File: config.mk
export PLATFORM = sky130hd
export DESIGN_NAME = gps_binary_frame_parser_unit
export DESIGN_NICKNAME = d
export VERILOG_FILES = /design/src/rtl/core/gbfp_pkg.sv /design/src/rtl/core/gps_binary_frame_parser_unit.sv /design/src/rtl/core/gbfp_parse.sv
export SDC_FILE = /design/constraint.sdc
export NUM_CORES = 1
export LEC_CHECK = 0
export BUFFER_PORTS_ARGS = -buffer_cell sky130_fd_sc_hd__buf_2
export CAP_MARGIN = 20
export CORE_ASPECT_RATIO = 0.8
export CORE_MARGIN = 3
export CORE_UTILIZATION = 62
export CTS_BUF_LIST = sky130_fd_sc_hd__clkbuf_8
export DETAILED_ROUTE_END_ITERATION = 8
export PLACE_DENSITY = 0.85
export SYNTH_ARGS = -nofsm -noshare
export SYNTH_HDL_FRONTEND = slang
export SYNTH_SLANG_ARGS = --single-unit
export TNS_END_PERCENT = 20
File: constraint.sdc
create_clock -name clk -period 3.9 [get_ports clk]
set_clock_uncertainty 0.05 [all_clocks]
set_input_delay 0.585 -clock clk [delete_from_list [all_inputs] [get_ports clk]]
set_output_delay 0.585 -clock clk [all_outputs]
set_load 0.01 [all_outputs]
File: src/rtl/core/gbfp_pkg.sv
// Shared types and constants for the GPS binary frame parser.
package gbfp_pkg;

	// Frame marker bytes
	localparam logic [7:0] SYNC0_BYTE = 8'hA0;
	localparam logic [7:0] SYNC1_BYTE = 8'hA2;
	localparam logic [7:0] END0_BYTE  = 8'hB0;
	localparam logic [7:0] END1_BYTE  = 8'hB3;

	// Checksum covers the low 15 bits of the running sum
	localparam logic [15:0] CKSUM_MASK = 16'h7FFF;

	// Register reset values
	localparam logic [7:0] WANTED_ID_RST  = 8'h29;
	localparam logic [7:0] WANTED_LEN_RST = 8'd91;

	// Configuration register indexes
	localparam logic CFG_WANTED_ID  = 1'b0;
	localparam logic CFG_WANTED_LEN = 1'b1;

	// Result kinds
	localparam logic KIND_DATA = 1'b0;
	localparam logic KIND_DONE = 1'b1;

	typedef enum logic [2:0] {
		PH_IDLE   = 3'd0,
		PH_SYNC1  = 3'd1,
		PH_LENHI  = 3'd2,
		PH_LENLO  = 3'd3,
		PH_WANTED = 3'd4,
		PH_SKIP   = 3'd5,
		PH_END1   = 3'd6,
		PH_ID     = 3'd7
	} phase_t;

	typedef struct packed {
		logic [7:0] wanted_id;
		logic [7:0] wanted_len;
	} cfg_t;

	typedef struct packed {
		logic       valid;
		logic       kind;
		logic [7:0] byte_offset;
		logic [7:0] data_byte;
	} result_t;

endpackage

File: src/rtl/core/gps_binary_frame_parser_unit.sv
// Top level of the GPS binary frame parser: ports, registers, result register.
//
// Takes one received byte per word on s_axis and looks for frames of the form
// A0 A2, 16-bit big-endian length, message id, payload, 16-bit checksum, B0 B3.
// For the configured id and length each payload byte is sent out on m_axis
// with its offset after the id (tuser = 0); a frame whose 15-bit sum matches
// the sent checksum ends with a completion word (tuser = 1, tdata = 0). Other
// ids are skipped by count, bad markers drop back to hunting for A0.
// Rate: one byte per clock. A byte is taken whenever the result register is
// empty or is being drained in the same cycle; its result, if any, shows on
// m_axis in the next cycle. The single result register sets this figure.
// Registers (cfg port, always ready): index 0 wanted message id (reset 0x29),
// index 1 wanted length (reset 91). Write only while the block is idle.
module gps_binary_frame_parser_unit (
	input  logic        clk,
	input  logic        arst_n,
	// input byte stream
	input  logic        s_axis_tvalid,
	output logic        s_axis_tready,
	input  logic [7:0]  s_axis_tdata,   // [7:0] rx_byte
	// result stream
	output logic        m_axis_tvalid,
	input  logic        m_axis_tready,
	output logic [15:0] m_axis_tdata,   // [7:0] byte_offset, [15:8] data_byte
	output logic        m_axis_tuser,   // [0] kind
	// register write channel
	input  logic        cfg_valid,
	output logic        cfg_ready,
	input  logic        cfg_index,
	input  logic [7:0]  cfg_data
);
	import gbfp_pkg::*;

	cfg_t    cfg_q;
	result_t res;
	logic    in_accept;

	// Result register
	logic       out_valid_q;
	logic       out_kind_q;
	logic [7:0] out_offset_q;
	logic [7:0] out_data_q;

	assign cfg_ready     = 1'b1;
	assign s_axis_tready = ~out_valid_q | m_axis_tready;
	assign in_accept     = s_axis_tvalid & s_axis_tready;

	always_ff @(posedge clk or negedge arst_n) begin
		if (!arst_n) begin
			cfg_q.wanted_id  <= WANTED_ID_RST;
			cfg_q.wanted_len <= WANTED_LEN_RST;
		end else if (cfg_valid) begin
			case (cfg_index)
				CFG_WANTED_ID:  cfg_q.wanted_id  <= cfg_data;
				CFG_WANTED_LEN: cfg_q.wanted_len <= cfg_data;
				default:        cfg_q            <= cfg_q;
			endcase
		end
	end

	gbfp_parse u_parse (
		.clk     (clk),
		.arst_n  (arst_n),
		.in_valid(in_accept),
		.rx_byte (s_axis_tdata),
		.cfg     (cfg_q),
		.res     (res)
	);

	// valid flag; the payload loads only with an accepted byte that makes a result
	always_ff @(posedge clk or negedge arst_n) begin
		if (!arst_n) begin
			out_valid_q <= 1'b0;
		end else if (s_axis_tready) begin
			out_valid_q <= res.valid;
		end
	end

	always_ff @(posedge clk) begin
		if (in_accept && res.valid) begin
			out_kind_q   <= res.kind;
			out_offset_q <= res.byte_offset;
			out_data_q   <= res.data_byte;
		end
	end

	assign m_axis_tvalid = out_valid_q;
	assign m_axis_tuser  = out_kind_q;
	assign m_axis_tdata  = {out_data_q, out_offset_q};

endmodule

File: src/rtl/core/gbfp_parse.sv
// Frame parser state and per-byte next-state/result logic.
module gbfp_parse (
	input  logic             clk,
	input  logic             arst_n,
	input  logic             in_valid,
	input  logic [7:0]       rx_byte,
	input  gbfp_pkg::cfg_t   cfg,
	output gbfp_pkg::result_t res
);
	import gbfp_pkg::*;

	phase_t      phase_q, phase_d;
	logic [15:0] bytes_left_q, bytes_left_d;
	logic [7:0]  store_pos_q, store_pos_d;
	logic [15:0] sum_q, sum_d;
	logic        sum_invalid_q, sum_invalid_d;
	logic [15:0] sent_cksum_q, sent_cksum_d;

	logic        count_live;
	logic [15:0] len_plus1;

	assign count_live = ~bytes_left_q[15] & (|bytes_left_q);
	assign len_plus1  = {8'h00, cfg.wanted_len} + 16'd1;

	always_comb begin
		phase_d       = phase_q;
		bytes_left_d  = bytes_left_q;
		store_pos_d   = store_pos_q;
		sum_d         = sum_q;
		sum_invalid_d = sum_invalid_q;
		sent_cksum_d  = sent_cksum_q;
		res           = '0;
		case (phase_q)
			PH_SYNC1: begin
				if (rx_byte == SYNC1_BYTE) begin
					store_pos_d = 8'd0;
					phase_d     = PH_LENHI;
				end else begin
					phase_d = PH_IDLE;
				end
			end
			PH_LENHI: begin
				bytes_left_d = {rx_byte, 8'h00};
				phase_d      = PH_LENLO;
			end
			PH_LENLO: begin
				bytes_left_d = {bytes_left_q[15:8], rx_byte} + 16'd1;
				phase_d      = PH_ID;
			end
			PH_ID: begin
				if (rx_byte == cfg.wanted_id) begin
					if (bytes_left_q == len_plus1) begin
						sum_d         = {8'h00, rx_byte};
						sum_invalid_d = 1'b0;
						phase_d       = PH_WANTED;
					end else begin
						sum_invalid_d = 1'b1;
						phase_d       = PH_IDLE;
					end
				end else begin
					sum_invalid_d = 1'b1;
					phase_d       = PH_SKIP;
				end
			end
			PH_WANTED, PH_SKIP: begin
				if (count_live) begin
					if (phase_q == PH_WANTED) begin
						if (bytes_left_q > 16'd2) begin
							sum_d           = sum_q + {8'h00, rx_byte};
							res.valid       = 1'b1;
							res.kind        = KIND_DATA;
							res.byte_offset = store_pos_q;
							res.data_byte   = rx_byte;
							store_pos_d     = store_pos_q + 8'd1;
						end else if (bytes_left_q == 16'd2) begin
							sent_cksum_d = {rx_byte, sent_cksum_q[7:0]};
						end else begin
							sent_cksum_d = {sent_cksum_q[15:8], rx_byte};
						end
					end
					bytes_left_d = bytes_left_q - 16'd1;
				end else begin
					phase_d = (rx_byte == END0_BYTE) ? PH_END1 : PH_IDLE;
				end
			end
			PH_END1: begin
				if (rx_byte == END1_BYTE && !sum_invalid_q &&
					sent_cksum_q == (sum_q & CKSUM_MASK)) begin
					res.valid = 1'b1;
					res.kind  = KIND_DONE;
				end
				phase_d = PH_IDLE;
			end
			default: begin
				phase_d = (rx_byte == SYNC0_BYTE) ? PH_SYNC1 : PH_IDLE;
			end
		endcase
		if (!in_valid) begin
			res.valid = 1'b0;
		end
	end

	always_ff @(posedge clk or negedge arst_n) begin
		if (!arst_n) begin
			phase_q       <= PH_IDLE;
			bytes_left_q  <= '0;
			store_pos_q   <= '0;
			sum_q         <= '0;
			sum_invalid_q <= 1'b0;
			sent_cksum_q  <= '0;
		end else if (in_valid) begin
			phase_q       <= phase_d;
			bytes_left_q  <= bytes_left_d;
			store_pos_q   <= store_pos_d;
			sum_q         <= sum_d;
			sum_invalid_q <= sum_invalid_d;
			sent_cksum_q  <= sent_cksum_d;
		end
	end

	// Completion only leaves the end-marker phase
	a_done_from_end: assert property (@(posedge clk) disable iff (!arst_n)
		(res.valid && res.kind == KIND_DONE) |-> (phase_q == PH_END1))
		else $error("completion outside end phase");

	// Data bytes only come from a wanted frame with bytes still counted
	a_data_from_wanted: assert property (@(posedge clk) disable iff (!arst_n)
		(res.valid && res.kind == KIND_DATA) |-> (phase_q == PH_WANTED && count_live))
		else $error("data byte outside wanted payload");

	// Each data byte advances the offset by one
	a_offset_step: assert property (@(posedge clk) disable iff (!arst_n)
		(res.valid && res.kind == KIND_DATA) |=> (store_pos_q == $past(store_pos_q) + 8'd1))
		else $error("payload offset did not advance");

	// A wanted frame is only entered with a clean sum
	a_wanted_clean: assert property (@(posedge clk) disable iff (!arst_n)
		(in_valid && phase_q == PH_ID && phase_d == PH_WANTED) |=> !sum_invalid_q)
		else $error("wanted frame entered with invalid sum");

endmodule

==> impl_metrics.env <==
export IMPL_max_slew_margin_pct=37.4
export IMPL_combinationalPowerShare_pct=21.3
export IMPL_post_synth_cell_area_avg_sq_um=9.56
export IMPL_number_of_antenna_violations_at_the_first_check_in_global_routing=0
export IMPL_synth_async_reset_ratio_pct=81.7
export IMPL_n_antenna_cell=0
export IMPL_die_w_microns=113
export IMPL_post_synth_main_area_contributors="sky130_fd_sc_hd__dfrtp_1 (30%), sky130_fd_sc_hd__edfxtp_1 (9.0%), sky130_fd_sc_hd__mux2_2 (7.7%)"
export IMPL_intPower_w=0.00159
export IMPL_multiInputGateArea_sq_um=3040
export IMPL_die_area_sq_um=10300
export IMPL_syn_area_sq_um=5680
export IMPL_row_count=30
export IMPL_wire_per_inst_microns=18.4
export IMPL_synth_distinct_cells=61
export IMPL_power_frac_clock_pct=28.8
export IMPL_ys_seq_area_share_pct=42.7
export IMPL_finalMaxSlewViolations=0
export IMPL_portBuffers=40
export IMPL_vias=4788
export IMPL_delay_of_the_slowest_cell_on_the_worst_path_ps=490
export IMPL_worst_setup_hold_path_clk_slew_ps=100
export IMPL_switching_share_pct=32.7
export IMPL_first_global_vias=4416
export IMPL_synthesis_nets=633
export IMPL_max_freq_mhz=340
export IMPL_synth_cells=594
export IMPL_design_portCount=42
export IMPL_ff2ff_path_depth=7
export IMPL_cts_htree_levels=3
export IMPL_period_minus_slack_ps=2950
export IMPL_setup_tns_ps=0
export IMPL_overflow=0
export IMPL_cp_num_buf_inv=0
export IMPL_drtIter0Drc=392
export IMPL_timing_reg2reg_setup_slack_ps=950
export IMPL_post_route_period_util_pct=75.5
export IMPL_switchingPower_w=0.000774
export IMPL_post_cts_resize_count=0
export IMPL_timing_worst_setup_path_type="reg2reg"
export IMPL_synth_flop_cell="sky130_fd_sc_hd__dfrtp_1"
export IMPL_clock_tree_from_tritoncts="built"
export IMPL_worstMarginPinSlew_ps=940
export IMPL_slowest_stage="sky130_fd_sc_hd__nand2_1"
export IMPL_routed_wirelength_mm=13.5
export IMPL_endpoint_kind="flop"
export IMPL_worst_endpoint_required_ps=4120
export IMPL_max_cap_violations=0
export IMPL_place_gp_congestion=0.963
export IMPL_drt_antenna_violating_nets=0
export IMPL_finalPower_w=0.00237
export IMPL_root_buffer="sky130_fd_sc_hd__clkbuf_8"
export IMPL_cp_cell_sequence="xnor2_1 -> nand2_1 -> mux4_2 -> mux2i_1 -> nand4_1 -> nand2_1 -> mux2_2"
export IMPL_cts_hold_buf=0
export IMPL_grt_usage_pct=27.1
export IMPL_num_nets_final=655
export IMPL_placed_area_sq_um=5910
export IMPL_crit_start="u_parse.bytes_left_q[7]"
export IMPL_final_hold_viol_count=0
export IMPL_run_status="completed"
export IMPL_synth_edf_count=17
export IMPL_num_fill_cells=642
export IMPL_tritoncts_num_sinks=93
export IMPL_leakage_nw=2.57
export IMPL_post_dp_hpwl_mm=9.67
export IMPL_avgViaCountPerCell=6.53
export IMPL_clk_insertion_delay_late_ps=380
export IMPL_hold_path_class="in2async"
export IMPL_initial_core_util_pct=65.2
export IMPL_crit_path_frequent_cell="sky130_fd_sc_hd__nand2_1"
export IMPL_power_per_cell_area_nw_per_um2=388
export IMPL_drtPass1Iterations=5
export IMPL_yosys_area_top_type_share_pct=30.0
export IMPL_tritoncts_num_buffers=9
export IMPL_peakVddDrop_mv=0.294
export IMPL_worst_ep_arrival_time_ps=3170
export IMPL_share_seq_of_total_power_pct=49.9
export IMPL_drt_drc_violations_left=0
export IMPL_postLayoutCellArea_sq_um=6110
export IMPL_maximum_number_of_pins_on_one_net_before_global_route_repair=77
export IMPL_max_clock_path_buffers=2
export IMPL_worst_path_top_cell_family_by_delay="multiplexers"
export IMPL_area_growth_syn_to_layout_pct=7.60
export IMPL_grt_first_pass_wirelength_mm=22.3
export IMPL_die_y_microns=91.6
export IMPL_rsz_0062_raised_after_global_routing="false"
export IMPL_setup_violations_final=0
export IMPL_final_util_pct=70.2
export IMPL_critical_path_startpoint_type="flop"
export IMPL_ys_warnings_count=0
export IMPL_worst_r2r_endpoint="u_parse.sum_q[2]"
export IMPL_drive_gt1_share_pct=19.2
export IMPL_crit_fanout=12
export IMPL_synth_top_area_cell="sky130_fd_sc_hd__dfrtp_1"
export IMPL_critical_path_reg2reg_startpoint="u_parse.bytes_left_q[7]"
export IMPL_ys_seq_elements=93
export IMPL_ff_latch_area_sq_um=2420
export IMPL_coreArea_sq_um=8710
export IMPL_post_cts_setup_buffer_count=0
## cells by family (layout without fill, tap and decap cells)
logic type | after synthesis | in the layout | synth area share (%)
simple gates | 222 | 222 | 20.8
compound gates | 127 | 127 | 13.7
flops | 93 | 93 | 42.7
buf+inv | 49 | 76 | 3.72
mux | 44 | 44 | 8.84
xor+xnor | 41 | 41 | 6.32
fa+ha+maj | 17 | 17 | 3.88
other cells | 1 | 1 | 0.0660
## per-stage QoR
step	worst slack (ps)	hold slack, ps	std cells
floorplan	1080	239	594
global placement	948	430	717
detailed placement	831	431	717
CTS	996	332	733
global route	836	366	733
finish	955	272	733
## cell usage in the layout (no fill, tap or decap), types with 7 or more instances in the layout
cell type                  instances
sky130_fd_sc_hd__dfrtp_1          68
sky130_fd_sc_hd__nand2_1          55
sky130_fd_sc_hd__o21ai_0          46
sky130_fd_sc_hd__nor2_1           43
sky130_fd_sc_hd__mux2_2           39
sky130_fd_sc_hd__buf_2            39
sky130_fd_sc_hd__a21oi_1          27
sky130_fd_sc_hd__xnor2_1          23
sky130_fd_sc_hd__and2_1           22
sky130_fd_sc_hd__nand3_1          18
sky130_fd_sc_hd__xor2_1           18
sky130_fd_sc_hd__edfxtp_1         17
sky130_fd_sc_hd__nor3_1           16
sky130_fd_sc_hd__a31oi_1          16
sky130_fd_sc_hd__ha_1             16
sky130_fd_sc_hd__nand4_1          15
sky130_fd_sc_hd__inv_1            14
sky130_fd_sc_hd__nor4_1           12
sky130_fd_sc_hd__clkbuf_8          9
sky130_fd_sc_hd__nand2b_1          8
sky130_fd_sc_hd__dfstp_2           8
sky130_fd_sc_hd__buf_4             7
## flip-flops by register name, summed over array words and instances, names as in the netlist
register,flops
cfg_q,16
m_axis_tuser,1
m_axis_tvalid,1
out_data_q,8
out_offset_q,8
u_parse.bytes_left_q,16
u_parse.phase_q,3
u_parse.sent_cksum_q,16
u_parse.store_pos_q,8
u_parse.sum_invalid_q,1
u_parse.sum_q,15
## per-layer routing
metal | track usage, % | up-vias | part of all wire [%]
li1 | - | 2179 | -
met1 | 39.4 | 2317 | 44
met2 | 39.5 | 256 | 43
met3 | 7.40 | 36 | 11
met4 | 8.41 | 0 | 2.3
met5 | 0 | - | 0
## synth_stat cells (all sizes together), types with 4 or more instances
cell	n
dfrtp	68
nand2	55
o21ai	46
nor2	43
mux2	39
a21oi	28
clkbuf	27
xnor2	23
and2	22
nand3	18
nor3	18
xor2	18
edfxtp	17
a31oi	16
ha	16
nand4	15
inv	14
nor4	14
buf	8
dfstp	8
nand2b	8
o31ai	6
or3	6
and3	5
o22ai	5
mux2i	4
nor2b	4
o21a	4
## power groups by stage
stage                     Clock (W)  Sequential [W]  Combinational, W
after detailed placement          0         0.00120          0.000493
after global routing       0.000730         0.00119          0.000562
after CTS                  0.000692         0.00118          0.000500
final                      0.000683         0.00118          0.000505
after floorplan                   0         0.00115          0.000393
after global placement            0         0.00119          0.000471
## layout make-up
| cell class | count | area share (%) |
|---|---|---|
| Clock inverter | 7 | 1.29 |
| Multi-Input combinational cell | 452 | 49.8 |
| Tap cell | 112 | 2.29 |
| Sequential cell | 93 | 39.6 |
| Clock buffer | 9 | 2.03 |
| Inverter | 14 | 0.860 |
| Timing Repair Buffer | 46 | 4.05 |
## worst max path at each step
stage                        end  slack [ps]  cells after the start
2_1_floorplan       m_axis_tuser        1080                      6
3_3_place_gp    u_parse.sum_q[5]         950                      8
3_5_place_dp   u_parse.sum_q[14]         830                     11
4_1_cts         u_parse.sum_q[6]        1000                      6
5_1_grt         u_parse.sum_q[3]         840                      7
6_report        u_parse.sum_q[2]         950                      7
(Power assumes the default switching activity.)
